**src/mfd_pkg.sv**
```systemverilog
// shared types, constants and the crc-16 byte update for the modbus frame deframer
// no dependencies; imported by every module of the block
`default_nettype none

package mfd_pkg;

    // defaults for the top-level parameters
    localparam int BUFFER_DEPTH_DEF  = 512;
    localparam int COUNTER_WIDTH_DEF = 32;

    // buffer offsets reach at most 6 + 255 + 1
    localparam int OFF_W     = 9;
    localparam int OUT_CNT_W = 32;
    localparam int CFG_IDX_W = 2;

    // configuration register indexes
    localparam logic [CFG_IDX_W-1:0] CFG_SYNC_FIRST    = 2'd0;
    localparam logic [CFG_IDX_W-1:0] CFG_SYNC_SECOND_A = 2'd1;
    localparam logic [CFG_IDX_W-1:0] CFG_SYNC_SECOND_B = 2'd2;

    localparam logic [7:0] SYNC_FIRST_RST    = 8'h01;
    localparam logic [7:0] SYNC_SECOND_A_RST = 8'h64;
    localparam logic [7:0] SYNC_SECOND_B_RST = 8'h65;

    // frame layout
    localparam int HDR_FRAME_LEN = 7;   // bare header incl. crc
    localparam int HDR_CRC_LEN   = 5;   // bytes covered by the header crc
    localparam int HDR_FIELDS    = 6;   // reported header bytes
    localparam int LEN_OFFSET    = 5;   // position of the length byte
    localparam int CRC_HI_OFFSET = 6;   // high crc byte of a bare header
    localparam int CRC_BYTES     = 2;

    // result status codes
    localparam logic [1:0] ST_NONE     = 2'd0;
    localparam logic [1:0] ST_HDR_DISC = 2'd1;
    localparam logic [1:0] ST_FRAME_OK = 2'd2;
    localparam logic [1:0] ST_CRC_FAIL = 2'd3;

    localparam logic [15:0] CRC_INIT = 16'hFFFF;
    localparam logic [15:0] CRC_POLY = 16'hA001;

    // commands from the sequencer to the ring buffer
    typedef struct packed {
        logic             push;
        logic             discard;
        logic [OFF_W-1:0] discard_n;
    } t_ring_cmd;

    // one byte of the reflected modbus crc-16
    function automatic logic [15:0] crc16_update(input logic [15:0] crc_in,
                                                 input logic [7:0]  data);
        logic [15:0] c;
        c = crc_in ^ {8'h00, data};
        for (int b = 0; b < 8; b++) begin
            if (c[0]) begin
                c = (c >> 1) ^ CRC_POLY;
            end else begin
                c = c >> 1;
            end
        end
        return c;
    endfunction

endpackage

`default_nettype wire

```
**src/mfd_crc_unit.sv**
```systemverilog
// shared crc-16 accumulator, one byte per enabled cycle
// depends on mfd_pkg for the byte update function
`default_nettype none

module mfd_crc_unit (
    input  wire logic        i_clk,
    input  wire logic        i_init,
    input  wire logic        i_en,
    input  wire logic [7:0]  i_byte,
    output logic      [15:0] o_crc
);
    import mfd_pkg::*;

    logic [15:0] r_crc;

    always_ff @(posedge i_clk) begin
        if (i_init) begin
            r_crc <= CRC_INIT;
        end else if (i_en) begin
            r_crc <= crc16_update(r_crc, i_byte);
        end
    end

    assign o_crc = r_crc;

endmodule

`default_nettype wire

```
**src/mfd_ring_buf.sv**
```systemverilog
// byte ring buffer: storage, read pointer and fill level
// depends on mfd_pkg for the command struct and offset width
`default_nettype none

module mfd_ring_buf #(
    parameter  int DEPTH = mfd_pkg::BUFFER_DEPTH_DEF,
    localparam int AW    = $clog2(DEPTH),
    localparam int FW    = $clog2(DEPTH + 1)
) (
    input  wire logic                    i_clk,
    input  wire logic                    i_rst_n,
    input  wire mfd_pkg::t_ring_cmd      i_cmd,
    input  wire logic [7:0]              i_wr_data,
    input  wire logic [mfd_pkg::OFF_W-1:0] i_rd_off,
    output logic      [7:0]              o_rd_data,
    output logic      [FW-1:0]           o_fill,
    output logic                         o_full
);
    import mfd_pkg::*;

    localparam int SW = ((AW > OFF_W) ? AW : OFF_W) + 1;

    logic [7:0]    r_mem [DEPTH];
    logic [7:0]    r_rd_data;
    logic [AW-1:0] r_rp, n_rp;
    logic [FW-1:0] r_fill, n_fill;
    logic [SW-1:0] w_wsum, w_rsum, w_dsum, w_isum;
    logic [AW-1:0] w_waddr, w_raddr;

    assign o_full = (r_fill == FW'(DEPTH));

    always_comb begin
        // every sum stays below twice the depth, one subtract wraps it
        w_wsum = SW'(r_rp) + SW'(r_fill);
        if (w_wsum >= SW'(DEPTH)) begin
            w_wsum = w_wsum - SW'(DEPTH);
        end
        w_rsum = SW'(r_rp) + SW'(i_rd_off);
        if (w_rsum >= SW'(DEPTH)) begin
            w_rsum = w_rsum - SW'(DEPTH);
        end
        w_dsum = SW'(r_rp) + SW'(i_cmd.discard_n);
        if (w_dsum >= SW'(DEPTH)) begin
            w_dsum = w_dsum - SW'(DEPTH);
        end
        w_isum = SW'(r_rp) + SW'(1);
        if (w_isum >= SW'(DEPTH)) begin
            w_isum = w_isum - SW'(DEPTH);
        end
        w_waddr = AW'(w_wsum);
        w_raddr = AW'(w_rsum);
    end

    always_comb begin
        n_rp   = r_rp;
        n_fill = r_fill;
        if (i_cmd.push) begin
            if (o_full) begin
                // oldest byte goes, new one lands in its slot
                n_rp = AW'(w_isum);
            end else begin
                n_fill = r_fill + FW'(1);
            end
        end else if (i_cmd.discard) begin
            n_rp   = AW'(w_dsum);
            n_fill = r_fill - FW'(i_cmd.discard_n);
        end
    end

    always_ff @(posedge i_clk) begin
        if (!i_rst_n) begin
            r_rp   <= '0;
            r_fill <= '0;
        end else begin
            r_rp   <= n_rp;
            r_fill <= n_fill;
        end
    end

    always_ff @(posedge i_clk) begin
        if (i_cmd.push) begin
            r_mem[w_waddr] <= i_wr_data;
        end
        r_rd_data <= r_mem[w_raddr];
    end

    assign o_rd_data = r_rd_data;
    assign o_fill    = r_fill;

endmodule

`default_nettype wire

```
**src/modbus_frame_deframer.sv**
```systemverilog
// modbus rtu deframer top level: sequencer, counters, config and result register
// depends on mfd_pkg, mfd_ring_buf and mfd_crc_unit
// a beat first walks and evaluates the header; when a frame is checked the crc unit then
//   walks the whole frame byte by byte, and only then is the result register loaded
// no new beat is taken until the result is loaded; a held result stalls input
// reset: synchronous active-low clears pointers, fill, counters, config and state
`default_nettype none

module modbus_frame_deframer #(
    parameter int BUFFER_DEPTH  = mfd_pkg::BUFFER_DEPTH_DEF,
    parameter int COUNTER_WIDTH = mfd_pkg::COUNTER_WIDTH_DEF
) (
    input  wire logic                            i_clk,
    input  wire logic                            i_rst_n,
    // configuration write port
    input  wire logic                            i_cfg_wr_en,
    input  wire logic [mfd_pkg::CFG_IDX_W-1:0]   i_cfg_index,
    input  wire logic [7:0]                      i_cfg_data,
    // input byte channel
    input  wire logic                            i_in_valid,
    output logic                                 o_in_ready,
    input  wire logic [7:0]                      i_rx_byte,
    // result channel
    output logic                                 o_out_valid,
    input  wire logic                            i_out_ready,
    output logic      [1:0]                      o_status,
    output logic                                 o_byte_dropped,
    output logic      [7:0]                      o_slave_address,
    output logic      [7:0]                      o_function_code,
    output logic      [7:0]                      o_param_one,
    output logic      [7:0]                      o_param_two,
    output logic      [7:0]                      o_sub_function,
    output logic      [7:0]                      o_payload_length,
    output logic      [mfd_pkg::OUT_CNT_W-1:0]   o_dropped_total,
    output logic      [mfd_pkg::OUT_CNT_W-1:0]   o_crc_fail_total,
    output logic      [mfd_pkg::OUT_CNT_W-1:0]   o_frame_total
);
    import mfd_pkg::*;

    localparam int FW    = $clog2(BUFFER_DEPTH + 1);
    localparam int CMP_W = (FW > OFF_W) ? FW : OFF_W;

    // sequencer states
    typedef enum logic [5:0] {
        S_IDLE  = 6'b000001,
        S_WALK1 = 6'b000010,   // read bytes 0..6, crc over 0..4
        S_EVAL1 = 6'b000100,   // sync, bare header and length decisions
        S_WALK2 = 6'b001000,   // continue crc over 5..body-1, fetch trailing crc
        S_EVAL2 = 6'b010000,   // frame crc verdict
        S_OUT   = 6'b100000    // hand result to the output register
    } t_state;

    t_state r_state, n_state;

    // config
    logic [7:0] r_sync_first, r_sync_second_a, r_sync_second_b;

    // walk control
    logic [OFF_W-1:0] r_off, r_last, r_doff, r_body;
    logic             r_issue, r_dv;

    // captured bytes and verdict
    logic [7:0]  r_hdr [HDR_FIELDS];
    logic [15:0] r_exp;
    logic [1:0]  r_status;
    logic        r_dropped;

    // saturating counters
    logic [COUNTER_WIDTH-1:0] r_drop_cnt, r_fail_cnt, r_good_cnt;

    // result register
    logic                 r_out_valid;
    logic [1:0]           r_o_status;
    logic                 r_o_dropped;
    logic [7:0]           r_o_hdr [HDR_FIELDS];
    logic [OUT_CNT_W-1:0] r_o_drop_cnt, r_o_fail_cnt, r_o_good_cnt;

    // ring buffer and crc unit hookup
    t_ring_cmd   w_cmd;
    logic [7:0]  w_rd_data;
    logic [FW-1:0] w_fill;
    logic        w_full;
    logic        w_crc_init, w_crc_en;
    logic [15:0] w_crc;

    logic             w_accept, w_walking, w_walk_done, w_load;
    logic             w_sync_ok, w_enough_hdr, w_enough_frame;
    logic [OFF_W-1:0] w_body1, w_need1, w_need2;
    logic [CMP_W-1:0] w_fill_ext;

    assign o_in_ready = (r_state == S_IDLE);
    assign w_accept   = i_in_valid && o_in_ready;
    assign w_walking  = (r_state == S_WALK1) || (r_state == S_WALK2);
    assign w_walk_done = !r_issue && !r_dv;
    assign w_load     = (r_state == S_OUT) && (!r_out_valid || i_out_ready);

    assign w_fill_ext = CMP_W'(w_fill);
    assign w_body1    = OFF_W'(r_hdr[LEN_OFFSET]) + OFF_W'(HDR_FIELDS);
    assign w_need1    = w_body1 + OFF_W'(CRC_BYTES);
    assign w_need2    = r_body + OFF_W'(CRC_BYTES);

    assign w_sync_ok = (r_hdr[0] == r_sync_first) &&
                       ((r_hdr[1] == r_sync_second_a) || (r_hdr[1] == r_sync_second_b));
    assign w_enough_hdr   = w_fill_ext >= CMP_W'(HDR_FRAME_LEN);
    assign w_enough_frame = w_fill_ext >= CMP_W'(w_need1);

    // crc starts fresh with each beat, walk 1 feeds only the header crc bytes
    assign w_crc_init = w_accept;
    assign w_crc_en   = r_dv && (((r_state == S_WALK1) && (r_doff < OFF_W'(HDR_CRC_LEN))) ||
                                 ((r_state == S_WALK2) && (r_doff < r_body)));

    always_comb begin
        w_cmd.push      = w_accept;
        w_cmd.discard   = 1'b0;
        w_cmd.discard_n = '0;
        if ((r_state == S_EVAL1) && w_enough_hdr && w_sync_ok && (w_crc == r_exp)) begin
            // bare header
            w_cmd.discard   = 1'b1;
            w_cmd.discard_n = OFF_W'(HDR_FRAME_LEN);
        end else if (r_state == S_EVAL2) begin
            w_cmd.discard   = 1'b1;
            w_cmd.discard_n = w_need2;
        end
    end

    mfd_ring_buf #(
        .DEPTH (BUFFER_DEPTH)
    ) u_ring (
        .i_clk     (i_clk),
        .i_rst_n   (i_rst_n),
        .i_cmd     (w_cmd),
        .i_wr_data (i_rx_byte),
        .i_rd_off  (r_off),
        .o_rd_data (w_rd_data),
        .o_fill    (w_fill),
        .o_full    (w_full)
    );

    mfd_crc_unit u_crc (
        .i_clk  (i_clk),
        .i_init (w_crc_init),
        .i_en   (w_crc_en),
        .i_byte (w_rd_data),
        .o_crc  (w_crc)
    );

    // next state
    always_comb begin
        n_state = r_state;
        unique case (r_state)
            S_IDLE: begin
                if (w_accept) begin
                    n_state = S_WALK1;
                end
            end
            S_WALK1: begin
                if (w_walk_done) begin
                    n_state = S_EVAL1;
                end
            end
            S_EVAL1: begin
                if (w_enough_hdr && w_sync_ok && (w_crc != r_exp) && w_enough_frame) begin
                    n_state = S_WALK2;
                end else begin
                    n_state = S_OUT;
                end
            end
            S_WALK2: begin
                if (w_walk_done) begin
                    n_state = S_EVAL2;
                end
            end
            S_EVAL2: begin
                n_state = S_OUT;
            end
            S_OUT: begin
                if (w_load) begin
                    n_state = S_IDLE;
                end
            end
            default: begin
                n_state = S_IDLE;
            end
        endcase
    end

    // control registers
    always_ff @(posedge i_clk) begin
        if (!i_rst_n) begin
            r_state          <= S_IDLE;
            r_sync_first     <= SYNC_FIRST_RST;
            r_sync_second_a  <= SYNC_SECOND_A_RST;
            r_sync_second_b  <= SYNC_SECOND_B_RST;
            r_issue          <= 1'b0;
            r_dv             <= 1'b0;
            r_off            <= '0;
            r_last           <= '0;
            r_doff           <= '0;
            r_body           <= '0;
            r_status         <= ST_NONE;
            r_dropped        <= 1'b0;
            r_drop_cnt       <= '0;
            r_fail_cnt       <= '0;
            r_good_cnt       <= '0;
            r_out_valid      <= 1'b0;
        end else begin
            r_state <= n_state;

            if (i_cfg_wr_en) begin
                unique case (i_cfg_index)
                    CFG_SYNC_FIRST:    r_sync_first    <= i_cfg_data;
                    CFG_SYNC_SECOND_A: r_sync_second_a <= i_cfg_data;
                    CFG_SYNC_SECOND_B: r_sync_second_b <= i_cfg_data;
                    default: ;
                endcase
            end

            // read pipeline: address issued now, data in the next cycle
            r_dv   <= w_walking && r_issue;
            r_doff <= r_off;
            if (w_walking && r_issue) begin
                r_off <= r_off + OFF_W'(1);
                if (r_off == r_last) begin
                    r_issue <= 1'b0;
                end
            end

            if (w_accept) begin
                r_off     <= '0;
                r_last    <= OFF_W'(HDR_FRAME_LEN - 1);
                r_issue   <= 1'b1;
                r_status  <= ST_NONE;
                r_dropped <= w_full;
                if (w_full && (r_drop_cnt != '1)) begin
                    r_drop_cnt <= r_drop_cnt + COUNTER_WIDTH'(1);
                end
            end

            if ((r_state == S_EVAL1) && w_enough_hdr && w_sync_ok) begin
                if (w_crc == r_exp) begin
                    r_status <= ST_HDR_DISC;
                end else if (w_enough_frame) begin
                    // carry on from the length byte with the crc so far
                    r_off   <= OFF_W'(LEN_OFFSET);
                    r_last  <= w_need1 - OFF_W'(1);
                    r_body  <= w_body1;
                    r_issue <= 1'b1;
                end
            end

            if (r_state == S_EVAL2) begin
                if (w_crc == r_exp) begin
                    r_status <= ST_FRAME_OK;
                    if (r_good_cnt != '1) begin
                        r_good_cnt <= r_good_cnt + COUNTER_WIDTH'(1);
                    end
                end else begin
                    r_status <= ST_CRC_FAIL;
                    if (r_fail_cnt != '1) begin
                        r_fail_cnt <= r_fail_cnt + COUNTER_WIDTH'(1);
                    end
                end
            end

            if (w_load) begin
                r_out_valid <= 1'b1;
            end else if (i_out_ready) begin
                r_out_valid <= 1'b0;
            end
        end
    end

    // datapath registers
    always_ff @(posedge i_clk) begin
        if (r_dv && (r_state == S_WALK1)) begin
            if (r_doff < OFF_W'(HDR_FIELDS)) begin
                r_hdr[r_doff[2:0]] <= w_rd_data;
            end
            if (r_doff == OFF_W'(LEN_OFFSET)) begin
                r_exp[7:0] <= w_rd_data;
            end
            if (r_doff == OFF_W'(CRC_HI_OFFSET)) begin
                r_exp[15:8] <= w_rd_data;
            end
        end
        if (r_dv && (r_state == S_WALK2)) begin
            if (r_doff == r_body) begin
                r_exp[7:0] <= w_rd_data;
            end
            if (r_doff == (r_body + OFF_W'(1))) begin
                r_exp[15:8] <= w_rd_data;
            end
        end

        if (w_load) begin
            r_o_status   <= r_status;
            r_o_dropped  <= r_dropped;
            for (int k = 0; k < HDR_FIELDS; k++) begin
                // header fields read as zero unless a good frame was found
                r_o_hdr[k] <= (r_status == ST_FRAME_OK) ? r_hdr[k] : 8'h00;
            end
            r_o_drop_cnt <= OUT_CNT_W'(r_drop_cnt);
            r_o_fail_cnt <= OUT_CNT_W'(r_fail_cnt);
            r_o_good_cnt <= OUT_CNT_W'(r_good_cnt);
        end
    end

    assign o_out_valid      = r_out_valid;
    assign o_status         = r_o_status;
    assign o_byte_dropped   = r_o_dropped;
    assign o_slave_address  = r_o_hdr[0];
    assign o_function_code  = r_o_hdr[1];
    assign o_param_one      = r_o_hdr[2];
    assign o_param_two      = r_o_hdr[3];
    assign o_sub_function   = r_o_hdr[4];
    assign o_payload_length = r_o_hdr[5];
    assign o_dropped_total  = r_o_drop_cnt;
    assign o_crc_fail_total = r_o_fail_cnt;
    assign o_frame_total    = r_o_good_cnt;

    // one beat at a time: taking a beat closes the input until the result is handed on
    a_one_beat: assert property (@(posedge i_clk) disable iff (!i_rst_n)
        (i_in_valid && o_in_ready) |=> !o_in_ready)
        else $error("input taken again straight after a beat");

    // fill level never passes the buffer depth
    a_fill_bound: assert property (@(posedge i_clk) disable iff (!i_rst_n)
        w_fill_ext <= CMP_W'(BUFFER_DEPTH))
        else $error("ring fill above depth");

    // a frame verdict only happens with the whole frame buffered
    a_frame_present: assert property (@(posedge i_clk) disable iff (!i_rst_n)
        (r_state == S_EVAL2) |-> (w_fill_ext >= CMP_W'(w_need2)))
        else $error("frame removed before fully buffered");

endmodule

`default_nettype wire

```
**config.mk**
```make
export PLATFORM = sky130hd
export DESIGN_NAME = modbus_frame_deframer
export DESIGN_NICKNAME = d
export VERILOG_FILES = /design/src/mfd_pkg.sv /design/src/mfd_crc_unit.sv /design/src/mfd_ring_buf.sv /design/src/modbus_frame_deframer.sv
export SDC_FILE = /design/constraint.sdc
export NUM_CORES = 2
export LEC_CHECK = 0
export BUFFER_PORTS_ARGS = -buffer_cell sky130_fd_sc_hd__buf_2
export CAP_MARGIN = 30
export CORE_AREA = 5 5 575 577
export DETAILED_ROUTE_END_ITERATION = 16
export DIE_AREA = 0 0 580 582
export PLACE_DENSITY = 0.71
export SKIP_CTS_REPAIR_TIMING = 1
export SLEW_MARGIN = 20
export SYNTH_ARGS = -nofsm -noshare
export SYNTH_HDL_FRONTEND = slang
export SYNTH_MEMORY_MAX_BITS = 65536
export SYNTH_SLANG_ARGS = --single-unit
```
**constraint.sdc**
```tcl
create_clock -name i_clk -period 13.3 [get_ports i_clk]
set_clock_uncertainty 0.15 [all_clocks]
set_input_delay 3.99 -clock i_clk [delete_from_list [all_inputs] [get_ports i_clk]]
set_output_delay 3.99 -clock i_clk [all_outputs]
set_load 0.02 [all_outputs]
```
==> qor.csv <==
stage,metric,value,unit
sta,finalSetupViolCount,0,
power,power_density,142,nW/um2
routing,avgRoutedWirePerCell,31.4,um
cts,clockRootBuffer,clkbuf_16,
cts,insertion_delay,0.94,ns
cts,tritoncts,built,
routing,dr.pass1.iters,6,
sta,max_clock_freq,0.145,GHz
floorplanning,die_w,580,um
cts,htree_levels,5,
power,leakage,61.9,nW
finish,syn_to_final_growth,12.2,%
logic_synthesis,syn_nets,9033,
sta,worstMarginPinSlew,1.22,ns
min_path,hp-start,r_good_cnt[11],
finish,nFillCells,21988,
logic_synthesis,async_reset_ff_share,0,%
sta,finalSetupTns,0,ns
floorplanning,ioPinCount,172,
setup_path,cp_max_fo,12,
placed_design,hpwl,266,mm
logic_synthesis,synth.ff_latch_count,4518,
setup_path,worstRegToRegCells,12,
placed_design,io_buffer_count,171,
floorplanning,die_area,338000,um2
global_route,antenna_found_initial,14,
global_route,grt_pass1_vias,91388,
cts,cts_sinks,4518,
finish,fin_nets,9507,
setup_path,required,13.67,ns
routing,route.vias.total,92178,
floorplanning,start_util,54.6,%
sta,final-hold-violation-count,0,
finish,multiInputGateArea,42200,um2
setup_path,start_kind,input port,
logic_synthesis,ys_seq_area_share,75.1,%
routing,ant_nets,0,
min_path,holdPathEnd,o_frame_total[11],
floorplanning,design.core.area,326000,um2
global_route,grt_usage,25.9,%
floorplanning,fp.dieH,582,um
sta,fin_crit,6.90,ns
global_route,grt_first_pass_wirelength,646,mm
power,total_power,28.4,mW
floorplanning,fp-row-count,210,
routing,wl,443,mm
min_path,hold_path_depth,0,
logic_synthesis,synth-main-ff-cell,edfxtp_1,
min_path,hold_path.class,flop to flop,
setup_path,rr_endpoint,u_ring.o_rd_data[5],
routing,drc,0,
setup_path,critPathCaptureType,flop,
logic_synthesis,syn-cell-area,178000,um2
global_route,gr-total-overflow,0,
setup_path,r2r_slack,6.66,ns
job,drv_cap,0,
power,peakVddDrop,135,uV
sta,rsz0062_at_grt,no,
logic_synthesis,synth_edf_count,4291,
cts,cts_buffers,426,
sta,post-route-period-util,51.9,%
cts,cts.path.max_buffers,4,
finish,seqCellArea,133000,um2
cts,cts.clk_slew.worst_paths,0.06,ns
global_route,grt_max_degree,189,
setup_path,rr_startpoint,r_off[0],
logic_synthesis,yosysWarnings,0,
setup_path,path_class,input port to flop,
logic_synthesis,synth.distinct_cells,77,
logic_synthesis,synthCells,8945,
logic_synthesis,avgSynthCellArea,19.9,um2
routing,vias_per_cell,6.53,
sta,slew_headroom,18.9,%
routing,dr.first_iter.drc_count,12555,
sta,finalMaxSlewViolations,0,
status,status,completed,
finish,drive_above_1_share,25.5,%
setup_path,worstPathArrival,7.28,ns
placed_design,gp_congestion,0.900,
-- cell usage after synthesis (5+ instances only) --
library cell	instances	area share (%)
a211oi_1	10	0.042
a21o_1	15	0.063
a21oi_1	91	0.26
a221oi_1	13	0.064
a22oi_1	9	0.038
a311oi_1	10	0.049
a31oi_1	32	0.11
a32o_1	5	0.028
a32oi_1	46	0.23
and2_1	72	0.25
and3_1	37	0.13
and4_1	11	0.054
buf_1	64	0.14
buf_2	115	0.32
buf_4	91	0.38
clkbuf_1	244	0.52
dfxtp_1	227	2.6
edfxtp_1	4291	73
ha_1	61	0.43
inv_1	55	0.12
mux2_2	21	0.13
mux2i_1	141	0.79
mux4_2	1152	15
nand2_1	581	1.2
nand2b_1	9	0.032
nand3_1	210	0.59
nand3b_1	10	0.042
nand4_1	71	0.25
nor2_1	465	0.98
nor2b_1	9	0.032
nor3_1	290	0.82
nor4_1	19	0.067
o2111ai_1	24	0.12
o211ai_1	10	0.042
o21a_1	8	0.034
o21ai_0	77	0.22
o21bai_1	10	0.042
o22ai_1	10	0.035
or2_2	6	0.021
or3_1	30	0.11
xnor2_1	129	0.64
xor2_1	99	0.49
-- critical path, stage by stage --
cell,delay [ns]
buf_2,0.13
and2_1,0.15
buf_4,0.22
and3_1,0.83
nand3_1,1.03
nor2_1,0.90
-- stage by stage --
| step | worst slack (ns) | util [%] | hold slack [ns] | area, um2 | instances |
|---|---|---|---|---|---|
| 3_5_place_dp | 5.34 | 56.6 | 0.274 | 184000 | 13231 |
| 4_1_cts | 6.32 | 60.9 | 0.253 | 198000 | 14011 |
| 6_report | 6.40 | 61.2 | 0.256 | 199000 | 14121 |
| 5_1_grt | 6.37 | 61.2 | 0.257 | 199000 | 14118 |
| 3_3_place_gp | 4.65 | 56.3 | 0.271 | 183000 | 13123 |
| 2_1_floorplan | 1.89 | - | 0.258 | 178000 | 8945 |
-- cells by family (layout without fill, tap and decap cells) --
| family | count (synthesis) | count (layout) | synth area share [%] |
|---|---|---|---|
| and+or+nand+nor | 1845 | 1845 | 4.73 |
| adders and majority gates | 65 | 65 | 0.475 |
| other | 0 | 4 | 0 |
| AOI/OAI and AO/OA | 403 | 403 | 1.55 |
| buffers and inverters | 572 | 1398 | 1.49 |
| xor gates and xnor gates | 228 | 228 | 1.12 |
| muxes | 1314 | 1314 | 15.5 |
| DFF | 4518 | 4518 | 75.1 |
-- per-layer routing --
| layer | vias up | part of all wire (%) | track usage [%] |
|---|---|---|---|
| met3 | 823 | 11 | 6.19 |
| met1 | 47898 | 38 | 37.1 |
| met5 | - | 0.016 | 0 |
| met2 | 6029 | 47 | 39.8 |
| met4 | 10 | 3.8 | 9.07 |
| li1 | 37418 | - | - |
-- layout make-up --
type / instances / area share (%)
tap: 4346 / 2.73
sequential: 4518 / 66.9
timing repair buffer: 562 / 2.01
multi-input combinational: 3855 / 21.2
clock buffer: 518 / 5.66
clock inverter: 262 / 1.40
inverter: 56 / 0.107
antenna: 4 / 0.00502
-- where the power goes --
part / internal, mW / switching (mW)
sequential: 15.6 / 0.0233
combinational: 0.105 / 0.380
clock: 7.04 / 5.24
total: 22.7 / 5.65
-- sequential cells by signal, indices dropped and copies added, names as in the netlist, 9 cells and up --
name              cells
r_fail_cnt           32
r_good_cnt           32
u_ring.r_rp           9
o_frame_total        32
r_off                 9
r_hdr                48
r_last                9
o_dropped_total      32
r_exp                16
u_ring.r_mem       4096
u_crc.o_crc          16
r_doff                9
r_body                9
r_drop_cnt           32
u_ring.o_fill        10
o_crc_fail_total     32
r_o_hdr              48
-- worst max-delay path by stage --
stage                                      end        start  slack (ns)  cells past startpoint
after floorplan                 o_byte_dropped  i_out_ready        1.89                      2
after global placement    u_ring.r_mem[154][4]   i_in_valid        4.65                      9
after detailed placement  u_ring.r_mem[202][1]   i_in_valid        5.34                      9
after CTS                 u_ring.r_mem[202][7]   i_in_valid        6.32                      9
after global routing       u_ring.o_rd_data[4]     r_off[0]        6.37                     12
final                     u_ring.r_mem[323][0]   i_in_valid        6.40                      6
-- layout by cell type (no fill, tap or decap), types with 96 or more instances in the layout --
master        n
xnor2_1     125
nand3_1     208
mux4_2     1152
nand2_1     568
nor3_1      223
buf_4       168
nor2_1      456
mux2i_1     141
xor2_1       96
clkbuf_16   433
edfxtp_1   4291
dfxtp_1     227
buf_2       293
No activity file was read; power rests on OpenSTA's default activity.
